### config.mk
export PLATFORM = sky130hd
export DESIGN_NAME = camera_packet_deframer
export DESIGN_NICKNAME = d
export VERILOG_FILES = /design/src/hdl/cpd_pkg.sv /design/src/hdl/cpd_parser.sv /design/src/hdl/camera_packet_deframer.sv
export SDC_FILE = /design/constraint.sdc
export NUM_CORES = 1
export LEC_CHECK = 0
export BUFFER_PORTS_ARGS = -buffer_cell sky130_fd_sc_hd__clkbuf_2
export CAP_MARGIN = 5
export CELL_PAD_IN_SITES_DETAIL_PLACEMENT = 0
export CELL_PAD_IN_SITES_GLOBAL_PLACEMENT = 1
export CORE_ASPECT_RATIO = 1.2
export CORE_UTILIZATION = 45
export CTS_BUF_LIST = sky130_fd_sc_hd__clkbuf_8
export CTS_CLUSTER_DIAMETER = 50
export DETAILED_ROUTE_END_ITERATION = 6
export MAX_ROUTING_LAYER = met4
export PLACE_DENSITY = 0.75
export SKIP_CTS_REPAIR_TIMING = 1
export SLEW_MARGIN = 20
export SYNTH_ARGS = -nofsm -noshare
export SYNTH_HDL_FRONTEND = slang
export SYNTH_SLANG_ARGS = --single-unit
### constraint.sdc
create_clock -name clk -period 7.5 [get_ports clk]
set_input_delay 0.75 -clock clk [delete_from_list [all_inputs] [get_ports clk]]
set_output_delay 0.75 -clock clk [all_outputs]
set_load 0.1 [all_outputs]
### src/hdl/cpd_pkg.sv
package cpd_pkg;

  localparam logic [3:0] PH_H0   = 4'd0;
  localparam logic [3:0] PH_H1   = 4'd1;
  localparam logic [3:0] PH_H2   = 4'd2;
  localparam logic [3:0] PH_M0   = 4'd3;
  localparam logic [3:0] PH_M1   = 4'd4;
  localparam logic [3:0] PH_N0   = 4'd5;
  localparam logic [3:0] PH_N1   = 4'd6;
  localparam logic [3:0] PH_L0   = 4'd7;
  localparam logic [3:0] PH_L1   = 4'd8;
  localparam logic [3:0] PH_PAY  = 4'd9;
  localparam logic [3:0] PH_C0   = 4'd10;
  localparam logic [3:0] PH_C1   = 4'd11;
  localparam logic [3:0] PH_DONE = 4'd12;

  localparam logic [2:0] ST_OK         = 3'd0;
  localparam logic [2:0] ST_INCOMPLETE = 3'd1;
  localparam logic [2:0] ST_NUMBER     = 3'd2;
  localparam logic [2:0] ST_CHECKSUM   = 3'd3;
  localparam logic [2:0] ST_LENGTH     = 3'd4;

  localparam logic KIND_PAYLOAD = 1'b0;
  localparam logic KIND_STATUS  = 1'b1;

  localparam logic [7:0] CH_U    = 8'h55;
  localparam logic [7:0] CH_E    = 8'h45;
  localparam logic [7:0] CH_HASH = 8'h23;
  localparam logic [7:0] CH_F    = 8'h46;

  localparam logic [15:0] SUM_UF = 16'h009b;

  typedef struct packed {
    logic        kind;
    logic [7:0]  data;
    logic [2:0]  code;
    logic [10:0] length;
    logic        last;
  } result_t;

endpackage

### src/hdl/cpd_parser.sv
module cpd_parser
  import cpd_pkg::*;
#(
  parameter int MAX_PAYLOAD = 1024
) (
  input  logic        clk,
  input  logic        rst,
  input  logic        take,
  input  logic [7:0]  rx_byte,
  input  logic [15:0] expected_number,
  input  logic        window_end,
  output logic        res_valid,
  output result_t     res
);

  localparam int CW = $clog2(MAX_PAYLOAD + 1);
  localparam logic [16:0] LEN_LIMIT = 17'(MAX_PAYLOAD);

  logic [3:0]    phase, phase_next;
  logic [15:0]   declared_length, declared_length_next;
  logic [CW-1:0] bytes_counted, bytes_counted_next;
  logic [15:0]   running_sum, running_sum_next;
  logic [7:0]    received_check, received_check_next;

  logic [15:0]   sum_add;
  logic [15:0]   word;
  logic [CW-1:0] count_inc;
  logic          had_len;

  function automatic logic [10:0] shown_len(input logic [15:0] len);
    logic [16:0] sat;
    sat = ({1'b0, len} > LEN_LIMIT) ? LEN_LIMIT : {1'b0, len};
    return sat[10:0];
  endfunction

  always_comb begin
    phase_next           = phase;
    declared_length_next = declared_length;
    bytes_counted_next   = bytes_counted;
    running_sum_next     = running_sum;
    received_check_next  = received_check;
    res_valid            = 1'b0;
    res                  = '0;
    had_len              = 1'b0;

    sum_add   = running_sum + {8'h00, rx_byte};
    word      = {rx_byte, received_check};
    count_inc = bytes_counted + CW'(1);

    unique case (phase)
      PH_H0: phase_next = (rx_byte == CH_U) ? PH_H1 : PH_H0;
      PH_H1: begin
        if (rx_byte == CH_E) phase_next = PH_H2;
        else phase_next = (rx_byte == CH_U) ? PH_H1 : PH_H0;
      end
      PH_H2: begin
        if (rx_byte == CH_HASH) phase_next = PH_M0;
        else phase_next = (rx_byte == CH_U) ? PH_H1 : PH_H0;
      end
      PH_M0: phase_next = (rx_byte == CH_U) ? PH_M1 : PH_M0;
      PH_M1: begin
        if (rx_byte == CH_F) begin
          running_sum_next = SUM_UF;
          phase_next       = PH_N0;
        end else begin
          phase_next = (rx_byte == CH_U) ? PH_M1 : PH_M0;
        end
      end
      PH_N0: begin
        running_sum_next    = sum_add;
        received_check_next = rx_byte;
        phase_next          = PH_N1;
      end
      PH_N1: begin
        running_sum_next = sum_add;
        if (word != expected_number) begin
          res_valid  = 1'b1;
          res.kind   = KIND_STATUS;
          res.code   = ST_NUMBER;
          res.last   = 1'b1;
          phase_next = PH_DONE;
        end else begin
          phase_next = PH_L0;
        end
      end
      PH_L0: begin
        running_sum_next    = sum_add;
        received_check_next = rx_byte;
        phase_next          = PH_L1;
      end
      PH_L1: begin
        running_sum_next     = sum_add;
        declared_length_next = word;
        bytes_counted_next   = '0;
        if ({1'b0, word} > LEN_LIMIT) begin
          res_valid  = 1'b1;
          res.kind   = KIND_STATUS;
          res.code   = ST_LENGTH;
          res.length = shown_len(word);
          res.last   = 1'b1;
          phase_next = PH_DONE;
        end else begin
          phase_next = (word == 16'h0000) ? PH_C0 : PH_PAY;
        end
      end
      PH_PAY: begin
        running_sum_next   = sum_add;
        bytes_counted_next = count_inc;
        if (17'(count_inc) >= {1'b0, declared_length}) phase_next = PH_C0;
        res_valid = 1'b1;
        res.kind  = KIND_PAYLOAD;
        res.data  = rx_byte;
      end
      PH_C0: begin
        received_check_next = rx_byte;
        phase_next          = PH_C1;
      end
      PH_C1: begin
        res_valid  = 1'b1;
        res.kind   = KIND_STATUS;
        res.code   = (word == running_sum) ? ST_OK : ST_CHECKSUM;
        res.length = shown_len(declared_length);
        res.last   = 1'b1;
        phase_next = PH_DONE;
      end
      default: phase_next = PH_DONE;
    endcase

    if (window_end) begin
      if (phase_next != PH_DONE) begin
        had_len = (phase_next == PH_PAY) || (phase_next == PH_C0) ||
                  (phase_next == PH_C1);
        res_valid  = 1'b1;
        res.kind   = KIND_STATUS;
        res.data   = 8'h00;
        res.code   = ST_INCOMPLETE;
        res.length = had_len ? shown_len(declared_length_next) : 11'd0;
        res.last   = 1'b1;
      end
      phase_next           = PH_H0;
      declared_length_next = '0;
      bytes_counted_next   = '0;
      running_sum_next     = '0;
      received_check_next  = '0;
    end
  end

  always_ff @(posedge clk) begin
    if (rst) begin
      phase           <= PH_H0;
      declared_length <= '0;
      bytes_counted   <= '0;
      running_sum     <= '0;
      received_check  <= '0;
    end else if (take) begin
      phase           <= phase_next;
      declared_length <= declared_length_next;
      bytes_counted   <= bytes_counted_next;
      running_sum     <= running_sum_next;
      received_check  <= received_check_next;
    end
  end

endmodule

### src/hdl/camera_packet_deframer.sv
// A result is registered in the output register, or the skid register on stall.
// Throughput: one byte per cycle while the skid register is empty.
// An output register and a skid register hold up to two results under stall,
// so input is held off only while the skid register is occupied.
// Reset (rst, synchronous) rearms the parser to header search and empties both.
module camera_packet_deframer
  import cpd_pkg::*;
#(
  parameter int MAX_PAYLOAD = 1024
) (
  input  logic        clk,
  input  logic        rst,
  input  logic        in_valid,
  output logic        in_stall,
  input  logic [7:0]  rx_byte,
  input  logic [15:0] expected_number,
  input  logic        window_end,
  output logic        out_valid,
  input  logic        out_stall,
  output logic        result_kind,
  output logic [7:0]  payload_byte,
  output logic [2:0]  status_code,
  output logic [10:0] payload_length,
  output logic        last_flag
);

  logic    take;
  logic    res_valid;
  result_t res;
  result_t out_res;
  result_t skid_res;
  logic    skid_valid;
  logic    out_free;

  assign in_stall = skid_valid;
  assign take     = in_valid && !skid_valid;
  assign out_free = !out_valid || !out_stall;

  cpd_parser #(
    .MAX_PAYLOAD(MAX_PAYLOAD)
  ) u_parser (
    .clk            (clk),
    .rst            (rst),
    .take           (take),
    .rx_byte        (rx_byte),
    .expected_number(expected_number),
    .window_end     (window_end),
    .res_valid      (res_valid),
    .res            (res)
  );

  always_ff @(posedge clk) begin
    if (rst) begin
      out_valid  <= 1'b0;
      skid_valid <= 1'b0;
    end else if (out_free) begin
      if (skid_valid) begin
        out_valid  <= 1'b1;
        skid_valid <= 1'b0;
      end else begin
        out_valid <= take && res_valid;
      end
    end else if (take && res_valid) begin
      skid_valid <= 1'b1;
    end
  end

  always_ff @(posedge clk) begin
    if (out_free) begin
      out_res <= skid_valid ? skid_res : res;
    end
    if (!out_free && take && res_valid) begin
      skid_res <= res;
    end
  end

  assign result_kind    = out_res.kind;
  assign payload_byte   = out_res.data;
  assign status_code    = out_res.code;
  assign payload_length = out_res.length;
  assign last_flag      = out_res.last;

`ifndef SYNTHESIS
  a_skid_behind_out: assert property (@(posedge clk) disable iff (rst)
    skid_valid |-> out_valid)
    else $error("skid register full while output register empty");

  a_last_marks_status: assert property (@(posedge clk) disable iff (rst)
    out_valid |-> (last_flag == result_kind))
    else $error("last flag disagrees with result kind");

  a_payload_clean: assert property (@(posedge clk) disable iff (rst)
    (out_valid && result_kind == KIND_PAYLOAD) |->
      (status_code == ST_OK && payload_length == 11'd0))
    else $error("payload item carries status fields");

  a_status_range: assert property (@(posedge clk) disable iff (rst)
    out_valid |-> (status_code <= ST_LENGTH))
    else $error("status code out of range");
`endif

endmodule
---- Word level (Yosys, flattened, before mapping) ----
Index checks and enable logic that the tools add are counted.
word-level totals
  bits in registers ....................... 105
  input bits .............................. 29
  output and inout port bits .............. 26
  word-level logic and storage cells ...... 108
cells by class
  add/sub/neg operators ................... 2
  $lt $le $gt $ge ......................... 4
  equal/unequal tests ..................... 22
  multiplexer cells ....................... 40
  reduce and logical (&&, ||, !) cells .... 23
operators with widths
  cell                     number
  $mux W24                 3
  $mux W16                 4
  $gt A16 B11 Y1 const B   3
  $mux W11                 4
  $pmux W11 S2             2
  $pmux W4 S11             1
  $pmux W16 S2             1
  $eq A4 B4 Y1 const B     7
  $mux W4                  7
  $eq A8 B7 Y1 const B     3
  $mux W8                  3
  $add A16 B8 Y16          1
  $eq A16 B16 Y1           1
  $eq A4 B3 Y1 const B     4
  $ge A11 B16 Y1           1
  $logic_not A16 Y1        1
  $ne A16 B16 Y1           1
  $mux W15                 1
  $add A11 B1 Y11 const B  1
  $pmux W1 S3              3
  $pmux W3 S3              1
  $eq A4 B2 Y1 const B     2
  $eq A8 B6 Y1 const B     1
  $mux W1                  6
  other kinds (16)         29

---- Logic depth before layout (Yosys ltp) ----
Gate-level depths: netlist of run 1.
  depth after elaboration ................. 11
  depth in mapped cells ................... 14
  gate-level depth less buffers ........... 14

---- Hierarchy ----
From an unflattened synthesis of run 1, not the netlist that was laid out.
second synthesis, totals
  cells, all modules ...................... 595
  area, all modules ....................... 5,869.4 um^2
by module, submodules not included
  module                  times used  cells each  area each (um^2)  sequential area each (um^2)
  cpd_parser              1           512         3,978.8           1,101.1
  camera_packet_deframer  1           83          1,890.6           1,481.4

---- Worst setup path before layout of run 1 ----
No wires, ideal clock.
  path kind ............................... input-to-reg
  start point ............................. input port rx_byte[6]
  end point ............................... register skid_res[10] (netlist name) (enable)
  library setup time ...................... 0.437 ns
  data arrival time ....................... 4.159 ns
  data required time ...................... 7.063 ns
  slack ................................... 2.904 ns
  cell stages on the path ................. 9
  path buffers ............................ 2
  path through ............................ buf_2 > or4_1 > nor2_1 > o31ai_1 > a311oi_1 > o21ai_0 > clkbuf_1 > nand3_1 > nor3b_1
on the way
  word-level cells in the longest chain between the ends .. 8
  elaborated cells between the ends (all ways) .. 23
ends and longest elaborated chain
  item                                                    line                          source
  start, declared                                         camera_packet_deframer.sv:15  input logic [7:0] rx_byte,
  branches (longest 6 deep; another with $gt A16 B11 Y1)  -
  $mux W1 (*)                                             cpd_parser.sv:129             if (window_end) begin
  $logic_and A1 B1 Y1 (*)                                 camera_packet_deframer.sv:72  if (!out_free && take && res_valid) begin
  end signal, assigned                                    camera_packet_deframer.sv:73  skid_res <= res;
  end, declared                                           camera_packet_deframer.sv:31  result_t skid_res;
Mark *: on every way between the ends.
A chain may end at the register's enable or synchronous reset.

---- Worst setup path in the final report of run 1 ----
  start point ............................. register u_parser.phase[3]
  end point ............................... register skid_res[11] (netlist name) (enable)
on the way
  word-level cells in the longest chain between the ends .. 6
  elaborated cells between the ends (all ways) .. 20
ends and longest elaborated chain
  item                                              line                                 source
  start, declared                                   cpd_parser.sv:19                     logic [3:0] phase, phase_next;
  start signal, assigned                            cpd_parser.sv:156                    phase <= phase_next;
  $eq A4 B4 Y1, or another cell as far along        cpd_parser.sv:50                     unique case (phase)
  $pmux W4 S11 or $reduce_or A2 Y1 (tied branches)  -
  $ne A4 B4 Y1 or $pmux W1 S3 (tied branches)       cpd_parser.sv:130, cpd_parser.sv:50
  $mux W1                                           cpd_parser.sv:130                    if (phase_next != PH_DONE) begin
  $mux W1 (*)                                       cpd_parser.sv:129
  $logic_and A1 B1 Y1 (*)                           camera_packet_deframer.sv:72
Every way passes the cells marked *; elsewhere a longest branch is shown, timed or not.

==> results of run 1 <==
synth_stat cells (all sizes together) (3+ instances only):
library cell,n
inv,18
nor4b,3
or4,5
nor3,6
xnor2,12
a2bb2oi,3
nand2b,4
a31oi,12
o21ai,25
nor4,15
nand3,20
nand2,45
edfxtp,46
ha,20
xor2,42
a22oi,37
o21a,3
a21oi,30
nand3b,7
nor2,78
clkbuf,27
o21bai,3
dfxtp,57
nand4,5
nor3b,5
a21o,6
buf,14
mux2,13
and3,18
nor2b,6
o31ai,3
how the worst max path moves through the flow:
| stage | from | endpoint | slack (ps) | cells past startpoint |
|---|---|---|---|---|
| 4_1_cts | u_parser.phase[3]$_SDFFE_PP0P_ | skid_res[11]$_DFFE_PP_ | 3880 | 8 |
| 3_5_place_dp | rx_byte[4] | skid_res[7]$_DFFE_PP_ | 3620 | 9 |
| 6_report | u_parser.phase[3]$_SDFFE_PP0P_ | skid_res[11]$_DFFE_PP_ | 3850 | 8 |
| 2_1_floorplan | rx_byte[6] | skid_res[10]$_DFFE_PP_ | 2900 | 9 |
| 3_3_place_gp | rx_byte[3] | skid_res[5]$_DFFE_PP_ | 3690 | 9 |
| 5_1_grt | u_parser.phase[3]$_SDFFE_PP0P_ | skid_res[11]$_DFFE_PP_ | 3430 | 8 |
through the flow:
step	hold slack, ps	cells	total power, mW	setup slack [ps]	instance area, sq um
after detailed placement	478	800	0.715	3620	6110
after global placement	468	800	0.714	3690	6110
after floorplan	460	619	0.688	2900	5790
after global routing	534	816	1.10	3430	6330
final	493	816	1.07	3850	6330
after CTS	495	816	1.08	3880	6320
kinds of logic after synthesis:
logic type	after synthesis
and+or+nand+nor	228
AOI/OAI and AO/OA	141
buffers and inverters	59
DFF	103
muxes	13
adders and majority gates	21
xor gates and xnor gates	54
state kept, by name (all words and copies together) (netlist names):
register	cells
skid_res	23
out_valid	1
u_parser.received_check	8
payload_length	11
u_parser.phase	4
u_parser.bytes_counted	11
u_parser.declared_length	16
u_parser.running_sum	16
in_stall	1
payload_byte	8
result_kind	1
status_code	3
area by class of cell:
class                           count  area (sq um)  area share (%)
Clock inverter                      7          86.3            1.36
Timing Repair Buffer               58           300            4.74
Clock buffer                        9           124            1.96
Inverter                           18          67.6            1.07
Sequential cell                   103          2520            39.8
Tap cell                          164           205            3.24
Multi-Input combinational cell    457          3020            47.8
power groups by stage:
stage / Sequential (mW) / Combinational [mW] / Clock [mW]
after global routing: 0.593 / 0.117 / 0.390
after CTS: 0.592 / 0.110 / 0.375
after detailed placement: 0.605 / 0.110 / 0
after global placement: 0.605 / 0.109 / 0
after floorplan: 0.648 / 0.0402 / 0
final: 0.592 / 0.110 / 0.365
worst max-delay path, cell delays in order (launching register included):
cell and delay [ps]:
dfxtp_1 720, nor4b_1 890, nand2_1 130, o32ai_1 140
a311oi_1 120, o21ai_0 720, nand3_1 200, nor3b_2 200
buf_4 240
metal layers:
| metal | vias to the layer above | GRT usage (%) | part of all wire, % |
|---|---|---|---|
| met3 | 13 | 2.17 | 4.9 |
| met1 | 2235 | 31.8 | 48 |
| li1 | 2301 | - | - |
| met4 | 0 | 8.50 | 1.2 |
| met5 | - | - | 0 |
| met2 | 127 | 38.0 | 46 |
==> reports/metrics.yaml, run 1 <==
status: "completed"
die_y_um: 126
ios: 55
yosys_warnings: 0
critical_path_class: "register to register"
syn_nets: 669
row_count: 45
synth_top_area_share_pct: 23.9
die_area_sq_mm: 0.0133
critPathLaunchType: "register"
pwr-share-clk_pct: 34.2
die_width_um: 106
antenna_found_initial: 0
cts_tree: "built"
synth_adder_area_share_pct: 4.67
fill_cells: 1227
drive_above_1_share_pct: 16.1
placement.io_buffers: 54
grt_first_pass_wirelength_um: 24000
holdCritStartpoint: "u_parser.running_sum[0]$_SDFFE_PP0P_"
cts_sinks: 103
final_common_cell: "nor2_1"
grt_pass1_vias: 4560
final_cell_mix: "nor2_1 (77), dfxtp_1 (57), clkbuf_2 (53), edfxtp_1 (46), nand2_1 (45)"
crit_path_end_kind: "register"
grt.overflow.total: 0
fin_skew_ps: 20.2
synth_compound_area_share_pct: 16.1
worst_slew_pin_slew_ps: 1020
vias: 4676
design.core.area_sq_mm: 0.0126
switchingPower_mw: 0.321
via_per_inst: 5.73
rsz0062_at_grt: "false"
power.leakage_nw: 2.58
synth_top_flop_cell: "dfxtp_1"
async_reset_ff_share_pct: 0
hold_viol: 0
dp_hpwl_um: 10600
yosysTopAreaCell: "edfxtp_1"
ys_ff_latch: 103
cap_violations: 0
cts_made_buffers: 9
yosys-mux-area-fraction_pct: 2.53
yosysSeqAreaShare_pct: 43.6
switching_share_pct: 30.0
power_frac_comb_pct: 10.3
cp.arrival_ps: 3760
yosysUniqueCellTypes: 60
grt_max_degree: 52
syn_inst: 619
final_util_pct: 50.2
max-slew-margin-rel_pct: 30.9
rr_startpoint: "u_parser.phase[3]$_SDFFE_PP0P_"
grt_use_total_pct: 23.9
drv_slew: 0
cts_max_path_buffers: 2
synth_top_family_by_area: "simple AND/OR/NAND/NOR gates"
synth_edf_count: 46
fin_crit_sh_pct: 48.6
max_freq_mhz: 274
r2r_slack_ps: 3850
start_util_pct: 45.9
seqPwrFrac_pct: 55.5
synth_xor_area_share_pct: 8.17
ir_drop_mv: 0.0772
synthesis.area_sq_mm: 0.00579
r2r-end: "skid_res[11]$_DFFE_PP_"
worstRegToRegCells: 8
hold_end: "u_parser.running_sum[0]$_SDFFE_PP0P_"
fin_crit_ps: 3650
crit_fanout: 23
setup_violations: 0
cts-root-buf: "clkbuf_8"
p_int_mw: 0.747
nNetsFinal: 697
drt_wl_total_um: 15000
final_antenna_net_count: 0
area_growth_pct: 9.41
hp-class: "register to register"
drc_errors: 0
crit_required_ps: 7610
cts.reportedPaths.clkPinSlew_ps: 110
insertedDiodeCount: 0
synth-simple-area-share_pct: 20.6
htreeDepth: 3
syn_avg_cell_area_sq_um: 9.35
worstHoldPathCells: 2
finalSetupTns_ps: 0
clkLatencyLatePin_ps: 390
ys_top_cells_by_area: "edfxtp_1 (24%), dfxtp_1 (20%), xor2_1 (6.4%)"
wl_per_cell_um: 18.4
drt_iter0_drc: 353
powerDensity_mw_per_mm2: 169
firstDrtPassIters: 5
place_congestion: 0.872
(Power assumes the default switching activity.)
==> inputs of run 2 (changes only) <==
- CORE_UTILIZATION: 45 -> 43
- clock period: 7.5 -> 3.3 ns (I/O delays scaled with it)
==> reports/metrics.yaml, run 2 (synthesis gave the netlist of run 1 again) <==
critical_path_class: "register to register"
cap_violations: 0
fin_crit_ps: 3070
worstHoldPathCells: 3
ios: 55
start_util_pct: 43.9
final_common_cell: "nor2_1"
seq_area_sq_mm: 0.00252
grt_use_total_pct: 23.6
switching_share_pct: 29.6
placement.io_buffers: 54
pwr-share-clk_pct: 33.2
design.core.area_sq_mm: 0.0132
finalSetupTns_ps: 0
antenna_found_initial: 0
die_area_sq_mm: 0.0139
area_growth_pct: 13.1
row_count: 46
pre_cts_slack_ps: 205
vias: 4847
dp_hpwl_um: 11200
worstRegToRegCells: 14
fill_cells: 1263
power_frac_comb_pct: 11.1
drv_slew: 0
cts_max_path_buffers: 2
setup_violations: 0
grt.overflow.total: 0
firstDrtPassIters: 5
worst_slew_pin_slew_ps: 786
hp-class: "input port to register"
nNetsFinal: 723
p_int_mw: 1.70
place_congestion: 0.944
htreeDepth: 3
max-slew-margin-rel_pct: 47.4
grt_pass1_vias: 4597
cts_sinks: 103
crit_fanout: 5
switchingPower_mw: 0.714
wl_per_cell_um: 18.1
clkLatencyLatePin_ps: 390
multi_input_area_sq_mm: 0.00303
drt_iter0_drc: 406
drive_above_1_share_pct: 19.5
drc_errors: 0
ir_drop_mv: 0.195
cts_made_buffers: 9
insertedDiodeCount: 0
largest_register_ffs: 23
grt_max_degree: 38
cts.reportedPaths.clkPinSlew_ps: 110
rsz0062_at_grt: "false"
max_freq_mhz: 325
drt_wl_total_um: 15300
final_antenna_net_count: 0
fin_skew_ps: 15.0
die_y_um: 129
status: "completed"
fin_crit_sh_pct: 93.1
final_cell_mix: "nor2_1 (78), dfxtp_1 (57), clkbuf_2 (54), edfxtp_1 (46), nand2_1 (45)"
cp.arrival_ps: 3350
grt_first_pass_wirelength_um: 24200
die_width_um: 108
crit_path_end_kind: "register"
via_per_inst: 5.73
reg_top3: "skid_res (23), u_parser.declared_length (16), u_parser.running_sum (16)"
setup_slack_ps: 228
final_util_pct: 49.6
top_register: "skid_res"
crit_required_ps: 3580
seqPwrFrac_pct: 55.7
cts-root-buf: "clkbuf_8"
hold_viol: 0
critPathLaunchType: "register"
powerDensity_mw_per_mm2: 369
power.leakage_nw: 2.71
cts_tree: "built"
==> run 2: power by group through the flow <==
stage | registers (mW) | clock network [mW] | logic [mW]
floorplan | 1.47 | 0 | 0.0923
global placement | 1.37 | 0 | 0.266
detailed placement | 1.37 | 0 | 0.267
CTS | 1.35 | 0.825 | 0.268
global route | 1.35 | 0.864 | 0.283
finish | 1.34 | 0.802 | 0.269
==> run 2: critical path, cell delays in order (launching register included) <==
cell,delay (ps)
dfxtp_1,420
ha_2,240
and3_1,230
and3_1,240
and3_2,240
nand3_1,100
xnor2_1,160
ha_1,300
o21ai_0,80
a21oi_1,170
a21boi_0,190
a31oi_1,80
a211o_1,310
a22oi_1,150
nor2_1,50
==> run 2: layout make-up <==
| class | count | share of cell area [%] |
|---|---|---|
| timing repair buffer | 84 | 7.77 |
| clock inverter | 7 | 1.19 |
| inverter | 18 | 1.03 |
| sequential | 103 | 38.6 |
| clock buffer | 9 | 1.89 |
| tap | 168 | 3.21 |
| multi-input combinational | 457 | 46.3 |
==> run 2: metal layers <==
| layer | share of wire, % | global-route usage (%) | up-vias |
|---|---|---|---|
| li1 | - | - | 2349 |
| met1 | 47 | 31.4 | 2300 |
| met2 | 46 | 37.4 | 178 |
| met3 | 5.3 | 2.67 | 20 |
| met4 | 1.7 | 7.66 | 0 |
| met5 | 0 | - | - |
==> run 2: metrics by stage <==
stage          power (mW)  cell area [sq um]  instances  hold slack (ps)
3_5_place_dp         1.64               6330        830              488
2_1_floorplan        1.56               5800        619              460
5_1_grt              2.49               6540        846              338
3_3_place_gp         1.64               6330        830              470
6_report             2.42               6540        846              300
4_1_cts              2.44               6530        846              288
==> run 2: worst paths after layout <==
| path | endpoint | start | slack, ps |
|---|---|---|---|
| worst max-delay path | u_parser.phase[0]$_SDFFE_PP0P_ | u_parser.bytes_counted[0]$_SDFFE_PP0P_ | 230 |
| worst min-delay path | in_stall$_SDFFE_PP0P_ | in_valid | 300 |
| worst min register to register | u_parser.running_sum[7]$_SDFFE_PP0P_ | u_parser.running_sum[7]$_SDFFE_PP0P_ | 510 |
| worst max register to register | u_parser.phase[0]$_SDFFE_PP0P_ | u_parser.bytes_counted[0]$_SDFFE_PP0P_ | 230 |
